### src/hdl/ecrl_pkg.sv
`default_nettype none

package ecrl_pkg;

    // Configuration port geometry: seven 32-bit registers at 4-byte spacing
    localparam int CFG_ADDR_W = 5;

    localparam logic [2:0] REG_DROP_THRESHOLD     = 3'd0;
    localparam logic [2:0] REG_WINDOW_LENGTH      = 3'd1;
    localparam logic [2:0] REG_EXEMPT_SEVERITY    = 3'd2;
    localparam logic [2:0] REG_SUMMARY_EVENT_CODE = 3'd3;
    localparam logic [2:0] REG_SUMMARY_SOURCE     = 3'd4;
    localparam logic [2:0] REG_SUMMARY_SEVERITY   = 3'd5;
    localparam logic [2:0] REG_MAX_PAYLOAD_LENGTH = 3'd6;

    localparam logic [15:0] RST_DROP_THRESHOLD     = 16'd16;
    localparam logic [20:0] RST_WINDOW_LENGTH      = 21'd1024;
    localparam logic [15:0] RST_EXEMPT_SEVERITY    = 16'd3;
    localparam logic [15:0] RST_SUMMARY_EVENT_CODE = 16'd0;
    localparam logic [31:0] RST_SUMMARY_SOURCE     = 32'd0;
    localparam logic [15:0] RST_SUMMARY_SEVERITY   = 16'd0;
    localparam logic [7:0]  RST_MAX_PAYLOAD_LENGTH = 8'd220;

    // Summary records always carry an 8-byte payload
    localparam logic [7:0] SUMMARY_PAYLOAD_LEN = 8'd8;

    // Per-class memory word: {dropped, count}
    localparam int CNT_W   = 16;
    localparam int DROP_W  = 32;
    localparam int ENTRY_W = CNT_W + DROP_W;

    typedef enum logic [1:0] {
        ST_LOGGED,
        ST_DROPPED,
        ST_INVALID,
        ST_EXHAUSTED
    } status_t;

    typedef enum logic [1:0] {
        S_IDLE,
        S_LOOK,
        S_SWEEP,
        S_DECIDE
    } state_t;

    // Input transaction, laid out to match s_tdata (cpu_id in the low bits)
    typedef struct packed {
        logic [7:0]  pay_len;
        logic [15:0] ev_code;
        logic [15:0] severity;
        logic [31:0] src_comp;
        logic [31:0] cpu_id;
    } event_t;

    typedef struct packed {
        logic        is_summary;
        logic [63:0] record_seq;
        logic [31:0] cpu_id;
        logic [31:0] source;
        logic [15:0] severity;
        logic [15:0] ev_code;
        logic [3:0]  summary_class;
        logic [31:0] summary_dropped;
        status_t     status;
        logic        last;
    } result_t;

    typedef struct packed {
        status_t     status;
        logic [63:0] seq;
        logic [63:0] count;
    } append_t;

    // Record append: length check, then sequence exhaustion, then increment
    function automatic append_t do_append(input logic [63:0] count,
                                          input logic [7:0]  len,
                                          input logic [7:0]  max_len);
        append_t a;
        a.status = ST_LOGGED;
        a.seq    = '0;
        a.count  = count;
        if (len > max_len) begin
            a.status = ST_INVALID;
        end else if (&count) begin
            a.status = ST_EXHAUSTED;
        end else begin
            a.count = count + 64'd1;
            a.seq   = count + 64'd1;
        end
        return a;
    endfunction

endpackage

`default_nettype wire

### src/hdl/ecrl_ram.sv
`default_nettype none

module ecrl_ram #(
    parameter int WIDTH = 48,
    parameter int DEPTH = 16
) (
    input  wire logic                     clk,
    input  wire logic                     we,
    input  wire logic [$clog2(DEPTH)-1:0] waddr,
    input  wire logic [WIDTH-1:0]         wdata,
    input  wire logic                     re,
    input  wire logic [$clog2(DEPTH)-1:0] raddr,
    output logic      [WIDTH-1:0]         rdata
);

    logic [WIDTH-1:0] mem [DEPTH];

    // One write port, one registered read port; read data holds until next read
    always_ff @(posedge clk) begin
        if (we) begin
            mem[waddr] <= wdata;
        end
        if (re) begin
            rdata <= mem[raddr];
        end
    end

endmodule

`default_nettype wire

### src/hdl/event_class_rate_limiter_top.sv
// Event-class rate limiter. Each input transaction is one log event; the block
// returns the summary records it causes followed by the event's own result,
// which alone carries tlast. The per-class accepted and dropped counters live
// in one memory (one word per class). An event inside the current window steps
// through accept, class counter read, then decide and emit. An event that
// finds the window expired sweeps the whole class memory, one class per cycle
// unless a summary stalls, to snapshot and clear the counters. Both paths also
// wait through every cycle in which a summary or the event's result finds the
// output register still held because m_tready is low. The single read port of
// the class memory is why the sweep takes one class at a time. One event is in
// flight at a time; s_tready is high only between events. Counters come out of
// reset cleared at once through per-class valid bits; no clearing pass runs.
`default_nettype none

module event_class_rate_limiter_top
    import ecrl_pkg::*;
#(
    parameter int NUM_CLASSES = 16
) (
    input  wire logic                  aclk,
    input  wire logic                  aresetn,
    // APB-style configuration port
    input  wire logic                  psel,
    input  wire logic                  penable,
    input  wire logic                  pwrite,
    input  wire logic [CFG_ADDR_W-1:0] paddr,
    input  wire logic [31:0]           pwdata,
    output logic      [31:0]           prdata,
    output logic                       pready,
    // Event input
    input  wire logic                  s_tvalid,
    output logic                       s_tready,
    // cpu_id[31:0], src_comp[63:32], severity[79:64],
    // ev_code[95:80], pay_len[103:96]
    input  wire logic [103:0]          s_tdata,
    // Result output
    output logic                       m_tvalid,
    input  wire logic                  m_tready,
    // record_seq[63:0], out_cpu_id[95:64], out_source[127:96],
    // out_severity[143:128], out_code[159:144], summary_class[163:160],
    // summary_dropped[195:164], status[197:196], zero fill[199:198]
    output logic      [199:0]          m_tdata,
    // is_summary[0]
    output logic                       m_tuser,
    output logic                       m_tlast
);

    localparam int CLS_W       = $clog2(NUM_CLASSES);
    localparam int RECIP_SHIFT = 24;
    localparam int RECIP       = (1 << RECIP_SHIFT) / NUM_CLASSES;
    localparam logic [CLS_W-1:0] LAST_CLASS = CLS_W'(NUM_CLASSES - 1);

    // ------------------------------------------------------------------
    // Configuration registers
    // ------------------------------------------------------------------
    logic [15:0] drop_threshold_reg;
    logic [20:0] window_length_reg;
    logic [15:0] exempt_severity_reg;
    logic [15:0] summary_event_code_reg;
    logic [31:0] summary_source_reg;
    logic [15:0] summary_severity_reg;
    logic [7:0]  max_payload_length_reg;

    logic       cfg_wr;
    logic [2:0] cfg_idx;

    assign pready  = 1'b1;
    assign cfg_wr  = psel && penable && pwrite && pready;
    assign cfg_idx = paddr[4:2];

    always_ff @(posedge aclk) begin
        if (!aresetn) begin
            drop_threshold_reg     <= RST_DROP_THRESHOLD;
            window_length_reg      <= RST_WINDOW_LENGTH;
            exempt_severity_reg    <= RST_EXEMPT_SEVERITY;
            summary_event_code_reg <= RST_SUMMARY_EVENT_CODE;
            summary_source_reg     <= RST_SUMMARY_SOURCE;
            summary_severity_reg   <= RST_SUMMARY_SEVERITY;
            max_payload_length_reg <= RST_MAX_PAYLOAD_LENGTH;
        end else if (cfg_wr) begin
            unique case (cfg_idx)
                REG_DROP_THRESHOLD:     drop_threshold_reg     <= pwdata[15:0];
                REG_WINDOW_LENGTH:      window_length_reg      <= pwdata[20:0];
                REG_EXEMPT_SEVERITY:    exempt_severity_reg    <= pwdata[15:0];
                REG_SUMMARY_EVENT_CODE: summary_event_code_reg <= pwdata[15:0];
                REG_SUMMARY_SOURCE:     summary_source_reg     <= pwdata;
                REG_SUMMARY_SEVERITY:   summary_severity_reg   <= pwdata[15:0];
                REG_MAX_PAYLOAD_LENGTH: max_payload_length_reg <= pwdata[7:0];
                default: ;
            endcase
        end
    end

    // Register readback
    always_comb begin
        unique case (cfg_idx)
            REG_DROP_THRESHOLD:     prdata = {16'd0, drop_threshold_reg};
            REG_WINDOW_LENGTH:      prdata = {11'd0, window_length_reg};
            REG_EXEMPT_SEVERITY:    prdata = {16'd0, exempt_severity_reg};
            REG_SUMMARY_EVENT_CODE: prdata = {16'd0, summary_event_code_reg};
            REG_SUMMARY_SOURCE:     prdata = summary_source_reg;
            REG_SUMMARY_SEVERITY:   prdata = {16'd0, summary_severity_reg};
            REG_MAX_PAYLOAD_LENGTH: prdata = {24'd0, max_payload_length_reg};
            default:                prdata = '0;
        endcase
    end

    // ------------------------------------------------------------------
    // State
    // ------------------------------------------------------------------
    state_t                 state_reg, state_next;
    logic [63:0]            record_count_reg, record_count_next;
    logic [63:0]            window_start_reg, window_start_next;
    logic [NUM_CLASSES-1:0] entry_valid_reg;
    logic                   out_valid_reg, out_valid_next;
    result_t                out_reg, out_next;
    logic                   out_load;

    // Held for the event in flight
    event_t                 ev_reg, ev_next;
    logic [11:0]            quot_reg, quot_next;
    logic                   exempt_reg, exempt_next;
    logic                   expired_reg, expired_next;
    logic                   drop_on_expiry_reg, drop_on_expiry_next;
    logic [CLS_W-1:0]       idx_reg, idx_next;

    // Class memory port
    logic                   ram_we, ram_re;
    logic [CLS_W-1:0]       ram_waddr, ram_raddr;
    logic [ENTRY_W-1:0]     ram_wdata, ram_rdata;

    ecrl_ram #(
        .WIDTH (ENTRY_W),
        .DEPTH (NUM_CLASSES)
    ) u_class_ram (
        .clk   (aclk),
        .we    (ram_we),
        .waddr (ram_waddr),
        .wdata (ram_wdata),
        .re    (ram_re),
        .raddr (ram_raddr),
        .rdata (ram_rdata)
    );

    // ------------------------------------------------------------------
    // Class selection: (code >> 4) mod NUM_CLASSES by reciprocal
    // multiply; the estimate is registered, then fixed up by one subtract.
    // ------------------------------------------------------------------
    event_t           s_ev;
    logic [35:0]      quot_prod;
    logic [20:0]      quot_times_n;
    logic [20:0]      rem_wide;
    logic [9:0]       rem;
    logic [CLS_W-1:0] cls;

    assign s_ev      = event_t'(s_tdata);
    assign quot_prod = {24'd0, s_ev.ev_code[15:4]} * 36'(RECIP);

    assign quot_times_n = 21'(quot_reg) * 21'(NUM_CLASSES);
    assign rem_wide     = {9'd0, ev_reg.ev_code[15:4]} - quot_times_n;
    assign rem          = rem_wide[9:0];
    assign cls = (rem >= 10'(NUM_CLASSES)) ? CLS_W'(rem - 10'(NUM_CLASSES))
                                           : CLS_W'(rem);

    // ------------------------------------------------------------------
    // Decode of the incoming event and window state
    // ------------------------------------------------------------------
    logic        s_exempt;
    logic [63:0] window_span;
    logic        window_expired;

    assign s_exempt = (s_ev.severity >= exempt_severity_reg) ||
                      (s_ev.ev_code == summary_event_code_reg);
    assign window_span    = record_count_reg - window_start_reg;
    assign window_expired = (record_count_reg >= window_start_reg) &&
                            (window_span >= {43'd0, window_length_reg});

    // ------------------------------------------------------------------
    // Memory word decode (an unwritten class reads as zero)
    // ------------------------------------------------------------------
    logic [ENTRY_W-1:0] sweep_word, event_word;
    logic [DROP_W-1:0]  sweep_dropped, ev_dropped, ev_dropped_inc;
    logic [CNT_W-1:0]   ev_count, ev_count_inc;
    logic               sweep_emit, ev_drop, out_free;
    append_t            sum_app, ev_app;

    assign sweep_word    = entry_valid_reg[idx_reg] ? ram_rdata : '0;
    assign sweep_dropped = sweep_word[ENTRY_W-1:CNT_W];
    assign sweep_emit    = (sweep_dropped != '0) && !drop_on_expiry_reg;

    // After an expiry sweep the class entry is known to be clear
    assign event_word = (expired_reg || !entry_valid_reg[cls]) ? '0 : ram_rdata;
    assign ev_count   = event_word[CNT_W-1:0];
    assign ev_dropped = event_word[ENTRY_W-1:CNT_W];
    assign ev_drop    = !exempt_reg && (ev_count >= drop_threshold_reg);

    assign ev_count_inc   = (&ev_count)   ? ev_count   : ev_count + 16'd1;
    assign ev_dropped_inc = (&ev_dropped) ? ev_dropped : ev_dropped + 32'd1;

    assign sum_app = do_append(record_count_reg, SUMMARY_PAYLOAD_LEN,
                               max_payload_length_reg);
    assign ev_app  = do_append(record_count_reg, ev_reg.pay_len,
                               max_payload_length_reg);

    assign out_free = !out_valid_reg || m_tready;

    // ------------------------------------------------------------------
    // Sequencer
    // ------------------------------------------------------------------
    always_comb begin
        state_next          = state_reg;
        record_count_next   = record_count_reg;
        window_start_next   = window_start_reg;
        ev_next             = ev_reg;
        quot_next           = quot_reg;
        exempt_next         = exempt_reg;
        expired_next        = expired_reg;
        drop_on_expiry_next = drop_on_expiry_reg;
        idx_next            = idx_reg;
        ram_we              = 1'b0;
        ram_waddr           = cls;
        ram_wdata           = '0;
        ram_re              = 1'b0;
        ram_raddr           = cls;
        out_load            = 1'b0;
        out_next            = out_reg;
        s_tready            = (state_reg == S_IDLE);

        unique case (state_reg)
            S_IDLE: begin
                if (s_tvalid) begin
                    ev_next             = s_ev;
                    quot_next           = quot_prod[35:24];
                    exempt_next         = s_exempt;
                    expired_next        = window_expired;
                    drop_on_expiry_next = !s_exempt && (drop_threshold_reg == '0);
                    if (window_expired) begin
                        window_start_next = record_count_reg;
                        ram_re            = 1'b1;
                        ram_raddr         = '0;
                        idx_next          = '0;
                        state_next        = S_SWEEP;
                    end else begin
                        state_next = S_LOOK;
                    end
                end
            end

            S_LOOK: begin
                ram_re     = 1'b1;
                ram_raddr  = cls;
                state_next = S_DECIDE;
            end

            // Snapshot and clear one class per cycle unless a summary waits,
            // emitting a summary for each class with drops unless the event drops
            S_SWEEP: begin
                if (!sweep_emit || out_free) begin
                    ram_we    = 1'b1;
                    ram_waddr = idx_reg;
                    ram_wdata = '0;
                    if (sweep_emit) begin
                        out_load                 = 1'b1;
                        out_next.is_summary      = 1'b1;
                        out_next.record_seq      = sum_app.seq;
                        out_next.cpu_id          = ev_reg.cpu_id;
                        out_next.source          = summary_source_reg;
                        out_next.severity        = summary_severity_reg;
                        out_next.ev_code         = summary_event_code_reg;
                        out_next.summary_class   = 4'(idx_reg);
                        out_next.summary_dropped = sweep_dropped;
                        out_next.status          = sum_app.status;
                        out_next.last            = 1'b0;
                        record_count_next        = sum_app.count;
                    end
                    if (idx_reg == LAST_CLASS) begin
                        state_next = S_DECIDE;
                    end else begin
                        ram_re    = 1'b1;
                        ram_raddr = idx_reg + CLS_W'(1);
                        idx_next  = idx_reg + CLS_W'(1);
                    end
                end
            end

            // Limit decision, append and the event's own result
            S_DECIDE: begin
                if (out_free) begin
                    out_load                 = 1'b1;
                    out_next.is_summary      = 1'b0;
                    out_next.cpu_id          = ev_reg.cpu_id;
                    out_next.source          = ev_reg.src_comp;
                    out_next.severity        = ev_reg.severity;
                    out_next.ev_code         = ev_reg.ev_code;
                    out_next.summary_class   = '0;
                    out_next.summary_dropped = '0;
                    out_next.last            = 1'b1;
                    ram_waddr                = cls;
                    if (ev_drop) begin
                        out_next.record_seq = '0;
                        out_next.status     = ST_DROPPED;
                        ram_we              = 1'b1;
                        ram_wdata           = {ev_dropped_inc, ev_count};
                    end else begin
                        out_next.record_seq = ev_app.seq;
                        out_next.status     = ev_app.status;
                        record_count_next   = ev_app.count;
                        // A failed append leaves the class count as it was
                        ram_we    = !exempt_reg;
                        ram_wdata = {ev_dropped,
                                     (ev_app.status == ST_LOGGED) ? ev_count_inc
                                                                  : ev_count};
                    end
                    state_next = S_IDLE;
                end
            end

            default: state_next = S_IDLE;
        endcase

        out_valid_next = out_load ? 1'b1 : (m_tready ? 1'b0 : out_valid_reg);
    end

    // Control registers
    always_ff @(posedge aclk) begin
        if (!aresetn) begin
            state_reg        <= S_IDLE;
            record_count_reg <= '0;
            window_start_reg <= '0;
            entry_valid_reg  <= '0;
            out_valid_reg    <= 1'b0;
        end else begin
            state_reg        <= state_next;
            record_count_reg <= record_count_next;
            window_start_reg <= window_start_next;
            out_valid_reg    <= out_valid_next;
            if (ram_we) begin
                entry_valid_reg[ram_waddr] <= 1'b1;
            end
        end
    end

    // Payload registers
    always_ff @(posedge aclk) begin
        ev_reg             <= ev_next;
        quot_reg           <= quot_next;
        exempt_reg         <= exempt_next;
        expired_reg        <= expired_next;
        drop_on_expiry_reg <= drop_on_expiry_next;
        idx_reg            <= idx_next;
        out_reg            <= out_next;
    end

    // ------------------------------------------------------------------
    // Output channel
    // ------------------------------------------------------------------
    assign m_tvalid = out_valid_reg;
    assign m_tuser  = out_reg.is_summary;
    assign m_tlast  = out_reg.last;
    assign m_tdata  = {2'b00, out_reg.status, out_reg.summary_dropped,
                       out_reg.summary_class, out_reg.ev_code,
                       out_reg.severity, out_reg.source, out_reg.cpu_id,
                       out_reg.record_seq};

    // ------------------------------------------------------------------
    // Assertions
    // ------------------------------------------------------------------
    // Between events only the previous event's own result may be pending
    a_idle_no_summary_pending: assert property (@(posedge aclk) disable iff (!aresetn)
        (state_reg == S_IDLE && out_valid_reg) |-> out_reg.last)
        else $error("summary result pending while ready for a new event");

    // Summaries never close an event's result run
    a_summary_not_last: assert property (@(posedge aclk) disable iff (!aresetn)
        (out_valid_reg && out_reg.is_summary) |-> !out_reg.last)
        else $error("summary record marked last");

    // A dropped event writes no record
    a_drop_no_seq: assert property (@(posedge aclk) disable iff (!aresetn)
        (out_valid_reg && out_reg.status == ST_DROPPED) |->
            (out_reg.record_seq == '0 && !out_reg.is_summary))
        else $error("dropped result carries a sequence number");

    // The sequence counter never moves backward
    a_count_monotonic: assert property (@(posedge aclk) disable iff (!aresetn)
        1'b1 |=> (record_count_reg >= $past(record_count_reg)))
        else $error("record count decreased");

endmodule

`default_nettype wire

### config.mk
export PLATFORM = sky130hd
export DESIGN_NAME = event_class_rate_limiter_top
export DESIGN_NICKNAME = d
export VERILOG_FILES = /design/src/hdl/ecrl_pkg.sv /design/src/hdl/ecrl_ram.sv /design/src/hdl/event_class_rate_limiter_top.sv
export SDC_FILE = /design/constraint.sdc
export NUM_CORES = 2
export LEC_CHECK = 0
export ABC_CLOCK_PERIOD_IN_PS = 10000
export BUFFER_PORTS_ARGS = -buffer_cell sky130_fd_sc_hd__buf_4
export CAP_MARGIN = 5
export CELL_PAD_IN_SITES_DETAIL_PLACEMENT = 0
export CELL_PAD_IN_SITES_GLOBAL_PLACEMENT = 1
export CORE_ASPECT_RATIO = 1.2
export CORE_MARGIN = 4
export CORE_UTILIZATION = 54
export DETAILED_ROUTE_END_ITERATION = 10
export GPL_TIMING_DRIVEN = 0
export HOLD_SLACK_MARGIN = 0.06
export PLACE_DENSITY_LB_ADDON = 0.25
export SLEW_MARGIN = 10
export SYNTH_ARGS = -nofsm -noshare
export SYNTH_HDL_FRONTEND = slang
export SYNTH_SLANG_ARGS = --single-unit
### constraint.sdc
create_clock -name aclk -period 10 [get_ports aclk]
set_input_delay 1 -clock aclk [delete_from_list [all_inputs] [get_ports aclk]]
set_output_delay 1 -clock aclk [all_outputs]
set_load 0.01 [all_outputs]
==> metrics.yaml <==
synth:
  ys_seq_elements: 1399
  synthTopCellsByArea: "edfxtp_1, dfxtp_1, mux2i_1, ha_1, nand2_1"
  yosysWarnings: 0
  synthArstFlopShare: 0
  synth.distinct_cells: 102
  yosysTopAreaCell: "edfxtp_1"
  netlist_instances: 5450
  ys.flop_type: "edfxtp_1"
  netlist_area_sq_um: 64500
  syn_area_per_cell_sq_um: 11.8
  yosysSeqAreaShare: 0.609
  synth_edf_count: 1127
  netlist.area_leader.share: 0.525
timing:
  fmax_mhz: 102
  slew_headroom: 0.110
  rsz0062_at_grt: "no"
  finalClockSkew_ps: 31.0
  hold_viol: 0
  hold_ws_ps: 393
  drv_slew: 0
  worst_pin_slew_ps: 1330
  fin_crit_sh: 0.981
  min_period_ps: 9810
  setup_tns_ps: 0
  setup_viol: 0
worst_setup_path:
  crit_chain: "clkbuf_1 -> mux4_2 -> mux4_2 -> nor2b_1 -> clkbuf_1 -> clkbuf_1 -> clkbuf_1 -> and2_1 -> ha_1 -> a21o_1 -> a21o_1 -> a21o_1 -> a21o_1 -> a21o_1 -> a21o_1 -> a21oi_1 -> o211ai_1 -> and2_1 -> clkbuf_1 -> nand4_1 -> clkbuf_1 -> o21ai_0 -> a21oi_1"
  arrival_ps: 10200
  r2r_setup_slack_ps: 190
  worstPathRequired_ps: 10390
  critPathMaxFanout: 16
  critPathMaxStageDelay_ps: 1030
  critPathLaunchType: "flip-flop"
  critPathKind: "flip-flop to flip-flop"
  path_buf_inv: 6
  critPathCaptureType: "flip-flop"
  crit_slowest_cell: "a21oi_1"
  cpLargestDelayFamily: "buffers and inverters"
cts:
  clk-insertion-delay-late_ps: 780
  root_buffer: "clkbuf_16"
  htree_num_levels: 4
  ctsResizeCount: 0
  clockBufferDepth: 3
  clkTransAtPathRegs_ps: 60
  cts_hold_buf: 0
  clock-sinks: 1399
  tritoncts: "yes"
  cts_buffers: 141
  post_cts_buffers: 0
final_layout:
  drive_gt1_frac: 0.140
  fin_area_sq_um: 74800
  fin_cells: 7663
  nets: 6291
  area_growth_pct: 15.9
  largest_reg_flops: 768
worst_hold_path:
  min_path_type: "input pin to flip-flop"
place:
  globalplace.congestion: 0.962
  dp_cells: 7405
  io_buffer_count: 377
  dp_hpwl_um: 156000
  dpl_cell_area_sq_um: 70200
grt:
  grt_first_pass_wirelength_um: 307000
  antenna_found_initial: 7
  grt_start_max_net_pins: 103
  overflow: 0
  grt_pass1_vias: 47900
  track_usage: 0.330
pwr:
  ir_drop_mv: 0.219
  p_leak_uw: 0.0264
  totalPowerFinal_uw: 16100
  powerDensity_nw_per_um2: 216
die:
  die_h_um: 387
  initial_core_util: 0.545
  die_x_um: 324
  rows: 138
  pin_count: 385
  coreArea_sq_um: 118000
  die_area_sq_um: 125000
status:
  status: "complete, no violations"
detailed_routing:
  wl_um: 212000
  drc: 0
  ant_nets: 0
  drtPass1Iterations: 9
  drt_iter0_drc: 5104
  post_drt_wl_per_cell_um: 27.6
  vias: 48900
  viasPerCell: 6.38
job:
  max-cap-violations: 0
==> routing by layer <==
| layer | vias up | share of wire | wire length [um] | GRT usage |
|---|---|---|---|---|
| met5 | - | 0.00016 | 33 | 0 |
| met2 | 2353 | 0.50 | 105000 | 0.571 |
| met4 | 4 | 0.057 | 12100 | 0.168 |
| met3 | 605 | 0.075 | 15900 | 0.0528 |
| met1 | 24100 | 0.37 | 78100 | 0.399 |
| li1 | 21800 | - | - | - |
==> placed cells by master, fill, tap and decap left out, drive strengths merged, types with 49 or more instances in the layout <==
master	count
edfxtp	1127
buf	504
clkbuf	459
nand2	417
nor2	367
o21ai	318
a21oi	305
mux2i	297
dfxtp	272
nand3	271
inv	190
ha	134
o22ai	110
a211oi	110
a2111oi	104
nor4	86
and3	84
mux2	82
xnor2	72
nand4	64
xor2	59
clkinv	59
nor3	53
and2	52
or3b	49
==> metrics by stage <==
step            util  worst slack [ps]
4_1_cts        0.632               333
6_report       0.632               186
2_1_floorplan      -              3170
3_5_place_dp   0.594               406
5_1_grt        0.632              43.3
3_3_place_gp   0.586             -1070
==> path summary, 6_finish.rpt <==
path | cells past startpoint | endpoint | start
hold / removal | 1 | ev_reg[4]$_DFFE_PP_ | s_tdata[4]
setup / recovery | 23 | u_class_ram.mem[3][35]$_DFFE_PP_ | ev_reg[84]$_DFFE_PP_
setup reg to reg | 23 | u_class_ram.mem[3][35]$_DFFE_PP_ | ev_reg[84]$_DFFE_PP_
hold reg to reg | 0 | m_tdata[78]$_DFFE_PP_ | ev_reg[14]$_DFFE_PP_
==> Yosys cell counts (all sizes together), types with 53 or more instances <==
master      n
edfxtp   1127
mux2       82
clkbuf    278
ha        134
inv       185
o21ai     318
nand4      64
nor3       53
dfxtp     272
xnor2      72
a21oi     305
nand3     271
and3       84
a2111oi   104
a211oi    110
nand2     417
o22ai     110
nor4       86
xor2       59
buf        90
mux2i     297
nor2      367
==> kinds of logic (layout without fill, tap and decap cells) <==
group | after synthesis | in the layout | synth area share
and+or+nand+nor | 1592 | 1592 | 0.122
adders and majority gates | 135 | 135 | 0.0263
DFF | 1399 | 1399 | 0.609
buffers and inverters | 553 | 1224 | 0.0343
xor gates and xnor gates | 131 | 131 | 0.0178
AOI/OAI and AO/OA | 1241 | 1241 | 0.124
other | 2 | 4 | 0.000116
muxes | 397 | 397 | 0.0667
==> power by group <==
| group | switching (uW) | internal (uW) | leakage [uW] |
|---|---|---|---|
| clock | 2280 | 2890 | 0.00219 |
| combinational | 2550 | 1330 | 0.0129 |
| sequential | 279 | 6790 | 0.0113 |
| total | 5120 | 11000 | 0.0264 |
==> final cells by class <==
class / instances / area, sq um
tap: 1540 / 1930
clock inverter: 76 / 668
inverter: 185 / 707
fill: 9367 / 43500
timing repair buffer: 414 / 3630
clock buffer: 181 / 3800
buffer: 368 / 1520
antenna: 1 / 2.50
multi-input combinational: 3499 / 23200
sequential: 1399 / 39300
Power figures use the tool's default switching activity.
